$ cat config.mk
export PLATFORM = sky130hd
export DESIGN_NAME = tac_mem
export DESIGN_NICKNAME = d
export VERILOG_FILES = /design/src/rtl/core/tac_pkg.sv /design/src/rtl/core/tac_mem.sv
export SDC_FILE = /design/constraint.sdc
export NUM_CORES = 2
export LEC_CHECK = 0
export BUFFER_PORTS_ARGS = -buffer_cell sky130_fd_sc_hd__buf_2
export CAP_MARGIN = 20
export CELL_PAD_IN_SITES_DETAIL_PLACEMENT = 0
export CELL_PAD_IN_SITES_GLOBAL_PLACEMENT = 1
export CORE_UTILIZATION = 49
export CTS_CLUSTER_SIZE = 12
export DETAILED_ROUTE_END_ITERATION = 8
export MAX_ROUTING_LAYER = met4
export PLACE_DENSITY = 0.76
export SKIP_LAST_GASP = 1
export SYNTH_ARGS = -nofsm -noshare
export SYNTH_HDL_FRONTEND = slang
export SYNTH_SLANG_ARGS = --single-unit
$ cat constraint.sdc
create_clock -name clk -period 6.2 [get_ports clk]
set_input_delay 0.31 -clock clk [delete_from_list [all_inputs] [get_ports clk]]
set_output_delay 0.31 -clock clk [all_outputs]
set_load 0.05 [all_outputs]
$ cat src/rtl/core/tac_pkg.sv
// shared types, constants and instruction codes of the tiny accumulator core
package tac_pkg;

    localparam int DATA_W    = 8;
    localparam int ADDR_W    = 8;
    localparam int MEM_DEPTH = 1 << ADDR_W;
    localparam int REG_CNT   = 4;
    localparam int REG_IDX_W = $clog2(REG_CNT);

    localparam logic [DATA_W-1:0] HALT_BYTE = 8'h2c;
    localparam logic [1:0]        MISC_ARM  = 2'd0;

    typedef logic [REG_CNT-1:0][DATA_W-1:0] regfile_t;

    typedef enum logic [1:0] {
        CMD_WRITE_PROG = 2'd0,
        CMD_EXEC       = 2'd1,
        CMD_READ_DATA  = 2'd2
    } cmd_t;

    typedef enum logic [1:0] {
        GRP_ALU  = 2'd0,
        GRP_MEM  = 2'd1,
        GRP_JUMP = 2'd2,
        GRP_MISC = 2'd3
    } grp_t;

    typedef enum logic [2:0] {
        ALU_ADD = 3'd0,
        ALU_SUB = 3'd1,
        ALU_OR  = 3'd2,
        ALU_AND = 3'd3,
        ALU_XOR = 3'd4,
        ALU_ASR = 3'd5,
        ALU_SHL = 3'd6,
        ALU_NOP = 3'd7
    } alu_op_t;

    typedef enum logic [1:0] {
        MEM_LOAD  = 2'd0,
        MEM_STORE = 2'd1
    } mem_op_t;

    typedef enum logic [2:0] {
        JC_GT     = 3'd0,
        JC_GE     = 3'd1,
        JC_EQ     = 3'd2,
        JC_LT     = 3'd3,
        JC_LE     = 3'd4,
        JC_NZ     = 3'd5,
        JC_ALWAYS = 3'd6
    } jmp_cond_t;

    // next architectural state and memory requests of one beat
    typedef struct packed {
        logic [ADDR_W-1:0]    pc;
        regfile_t             regs;
        logic                 ul_pend;
        logic [REG_IDX_W-1:0] ul_target;
        logic [DATA_W-1:0]    ins;
        logic                 ins_fetch;
        logic                 a_load;
        logic                 prog_we;
        logic                 data_re;
        logic                 data_we;
        logic [ADDR_W-1:0]    data_addr;
        logic [DATA_W-1:0]    data_wdata;
    } exec_t;

endpackage

$ cat src/rtl/core/tac_mem.sv
// 256 x 8 store with registered read and per-entry valid bits (unwritten reads as zero)
module tac_mem
    import tac_pkg::*;
(
    input  logic              clk,
    input  logic              rst_n,
    input  logic              we,
    input  logic              re,
    input  logic [ADDR_W-1:0] addr,
    input  logic [DATA_W-1:0] wdata,
    output logic [DATA_W-1:0] rdata
);

    logic [DATA_W-1:0]    mem_reg [MEM_DEPTH];
    logic [MEM_DEPTH-1:0] valid_reg;
    logic [DATA_W-1:0]    rdata_reg;
    logic                 rvalid_reg;

    always_ff @(posedge clk)
    begin
        if (we)
        begin
            mem_reg[addr] <= wdata;
        end
        if (re)
        begin
            rdata_reg <= mem_reg[addr];
        end
    end

    always_ff @(posedge clk or negedge rst_n)
    begin
        if (!rst_n)
        begin
            valid_reg  <= '0;
            rvalid_reg <= 1'b0;
        end
        else
        begin
            if (we)
            begin
                valid_reg[addr] <= 1'b1;
            end
            if (re)
            begin
                rvalid_reg <= valid_reg[addr];
            end
        end
    end

    assign rdata = rvalid_reg ? rdata_reg : '0;

endmodule

Yosys cells after proc, flatten, opt, wreduce, memory -nomap -nowiden
Memories as Yosys holds them, arrays and structs flattened. A register that Yosys moved wholly into a read port is not among the register bits.
Index checks and enable logic that the tools add are counted.

storage, ports and cells
  output and inout bits = 8
  flip-flop bits (word level) = 257
  memory bits (writable) = 2048
  logic and storage cells = 14
  input bits = 20
  memories = 1

operators by class
  bitwise logic cells = 1
  mux-type cells = 7
  reduce and logical (&&, ||, !) cells = 1
  $lt $le $gt $ge = 2

memory list
  memory   words  width  rd ports  clocked after memory_dff  wr ports  line           source
  mem_reg  256    8      1         1                         1         tac_mem.sv:14  logic [DATA_W-1:0] mem_reg [MEM_DEPTH];

operators by type and width
  operator                                                                             count
  256-bit bitwise OR                                                                   1
  8-bit by 9-bit less-than comparator with 1-bit output, second input constant         1
  1-bit binary-select mux with 8-bit select                                            1
  1-bit demux with 8-bit select                                                        1
  8-bit by 1-bit greater-or-equal comparator with 1-bit output, second input constant  1
  8-bit two-way mux                                                                    1
  1-bit two-way mux                                                                    4
  1-bit logical AND                                                                    1

Depth between registers and ports, before layout
  word-level depth = 5
  gate-level depth with buffers = 13
  gate-level depth less buffers = 7

Least setup slack after synthesis
No wires, ideal clock.

  kind = in2reg
  from = in addr[0]
  to = reg rdata_reg[0], read port of mem_reg (data pin)
  path buffers = 4
  stages = 9
  setup time = 0.263 ns
  slack = 3.152 ns
  arrival time = 2.785 ns
  required time = 5.937 ns
  cell sequence = buf_6 -> buf_2 -> buf_2 -> buf_2 -> mux4_2 -> mux4_2 -> nand3_1 -> nand3_1 -> a2111o_1

RTL lines
  what         line           source
  from (decl)  tac_mem.sv:9   input logic [ADDR_W-1:0] addr,
  to (decl)    tac_mem.sv:16  logic [DATA_W-1:0] rdata_reg;

==> results.json <==
{
  "final_common_cell": "edfxtp_1",
  "slowest_stage": "buf_4",
  "max_freq_mhz": 291,
  "grt_max_degree": 200,
  "r2r_start": "mem_reg[191][4]",
  "p_leak_nw": 32.9,
  "setup_viol": 0,
  "tns_ns": 0,
  "maxSlewHeadroom_pct": 15.0,
  "avgSynthCellArea_um2": 21.9,
  "syn_area_mm2": 0.0896,
  "numCtsBuffers": 224,
  "first_pass_iters": 6,
  "whs_ns": 0.0405,
  "ant_nets": 0,
  "startpoint": "addr[0]",
  "critical_path_arrival_ns": 4.06,
  "pwr_density_cell_mw_per_mm2": 319,
  "cp_slowest_stage_delay_ns": 0.62,
  "r2r_slack_ns": 3.14,
  "tightest_slew_ns": 1.27,
  "cts.sinks": 2313,
  "synthArstFlopShare_pct": 11.1,
  "grt_pass1_wl_mm": 313,
  "core_mm2": 0.181,
  "grt.overflow.total": 0,
  "final_cell_mix": "edfxtp_1 (2056), mux4_2 (700), nor2_1 (266)",
  "syn_inst": 4087,
  "crit_buf_inv": 3,
  "fin_crit_ns": 3.44,
  "insertion_delay_ns": 0.87,
  "antenna_found_initial": 5,
  "grt_usage_pct": 24.4,
  "ys_ff_latch": 2313,
  "row_count": 156,
  "ir_worst_vdd_mv": 0.248,
  "via_per_inst": 6.25,
  "finalWirelength_mm": 216,
  "cp_max_fo": 49,
  "io_pins": 28,
  "cts_max_level": 4,
  "drc": 0,
  "rr_worst_depth": 6,
  "met3_length_mm": 17.2,
  "drive_gt1_share_pct": 31.2,
  "synth_cell_type_count": 49,
  "dp_slack_ns": 1.88,
  "syn_nets": 4107,
  "max-cap-violations": 0,
  "ys.flop_type": "edfxtp_1",
  "fin_ws_ns": 2.76,
  "outcome": "finished clean",
  "required_ns": 6.82,
  "crit_family": "buffers and inverters",
  "crit_end": "rdata_reg[0]",
  "layout.nets": 4248,
  "wl_per_cell_um": 31.7,
  "yosysWarnings": 0,
  "ys_seq_area_share_pct": 76.1,
  "path_clk_slew_ns": 0.06,
  "top_layer_used": "met4",
  "start_util_pct": 49.5,
  "criticalPathCategory": "input port to register",
  "die_w_um": 430,
  "hold_viol_final": 0,
  "rsz0062_at_grt": "false",
  "gp_congestion": 0.862,
  "r2r_end": "rdata_reg[4]",
  "fin_skew_ns": 0.0626,
  "syn_to_final_growth_pct": 11.4,
  "final-max-slew-violation-count": 0,
  "cp.depth": 8,
  "cp-end-kind": "register",
  "clockBufferDepth": 3,
  "finalCritPeriodShare_pct": 55.4,
  "hpwl_mm": 129,
  "design.die.area_mm2": 0.185,
  "first_iter_violations": 5109,
  "die-height_um": 430,
  "start_kind": "input port",
  "hp-class": "input port to asynchronous set/reset pin",
  "vias": 42500,
  "cts_tree": "done",
  "synth_edf_count": 2056,
  "wl_met2_mm": 105,
  "io_buffers": 27,
  "grt_pass1_vias": 42600,
  "wl_met1_mm": 87.3,
  "cts_root_buf": "clkbuf_16",
  "cp_cell_sequence": "buf_8 > buf_4 > buf_4 > mux4_2 > mux4_2 > mux2i_1 > o32ai_1 > a2111o_1",
  "largest_register_ffs": 2048
}
## metrics by stage
stage	power [mW]	utilization, %	area [um2]	instances
finish	31.8	55.1	99800	6805
global route	32.7	55.1	99800	6800
CTS	32.0	55.0	99700	6788
detailed placement	19.3	51.2	92800	6357
global placement	19.3	51.1	92600	6343
floorplan	18.5	-	89600	4087
## logic make-up (layout without fill, tap and decap cells)
| logic type | count (synthesis) | in the layout | synth area share (%) |
|---|---|---|---|
| AOI/OAI and AO/OA | 91 | 91 | 0.688 |
| other | 0 | 7 | 0 |
| DFF | 2313 | 2313 | 76.1 |
| and+or+nand+nor | 710 | 710 | 3.99 |
| muxes | 741 | 741 | 18.1 |
| buffers and inverters | 232 | 573 | 1.20 |
## tightest hold or removal path, cell delays in order
cell and delay [ns]:
dlygate4sd3_1 0.56, buf_8 0.15, buf_16 0.23
## per-layer routing
metal,up-vias,track usage [%]
li1,17200,-
met1,23100,33.7
met3,317,4.80
met4,0,6.70
met2,1903,37.4
met5,-,-
## worst min-delay path by stage
stage	end	slack, ns	cells after the start
3_3_place_gp	valid_reg[115]	0.25	1
2_1_floorplan	rvalid_reg	0.01	0
5_1_grt	valid_reg[113]	0.04	3
6_report	valid_reg[115]	0.04	3
3_5_place_dp	valid_reg[113]	0.25	1
4_1_cts	mem_reg[175][0]	0.01	1
## cells in the mapped netlist, drive strengths merged, types with 11 or more instances
cell	count	area [um2]
nand4	13	81.3
dfrtp	257	6430
o21ai	13	65.1
or2	258	1610
edfxtp	2056	61700
and2	11	68.8
nand2	56	210
nor2	268	1010
buf	115	637
mux4	700	15800
nand3	50	250
a21oi	17	85.1
clkbuf	113	424
mux2i	31	310
nor2b	17	106
a22oi	22	165
## where the power goes
group / switching [mW] / total [mW] / internal [mW]
registers: 0.0774 / 17.2 / 17.2
clock network: 5.65 / 12.9 / 7.21
logic: 1.04 / 1.74 / 0.700
total: 6.77 / 31.8 / 25.1
## what timing repair did
item	CTS	global route
hold endpoints to repair	194	0
resized for setup	0	0
buffers inserted	0	0
hold buffers	5	0
## area by class of cell
class	count	area (um2)
multi-input combinational	1542	20400
clock inverter	24	273
sequential	2313	68200
timing repair buffer	143	1410
inverter	4	15.0
antenna	7	17.5
fill	13300	81300
tap	2370	2970
clock buffer	402	6580
Power figures use the tool's default switching activity.
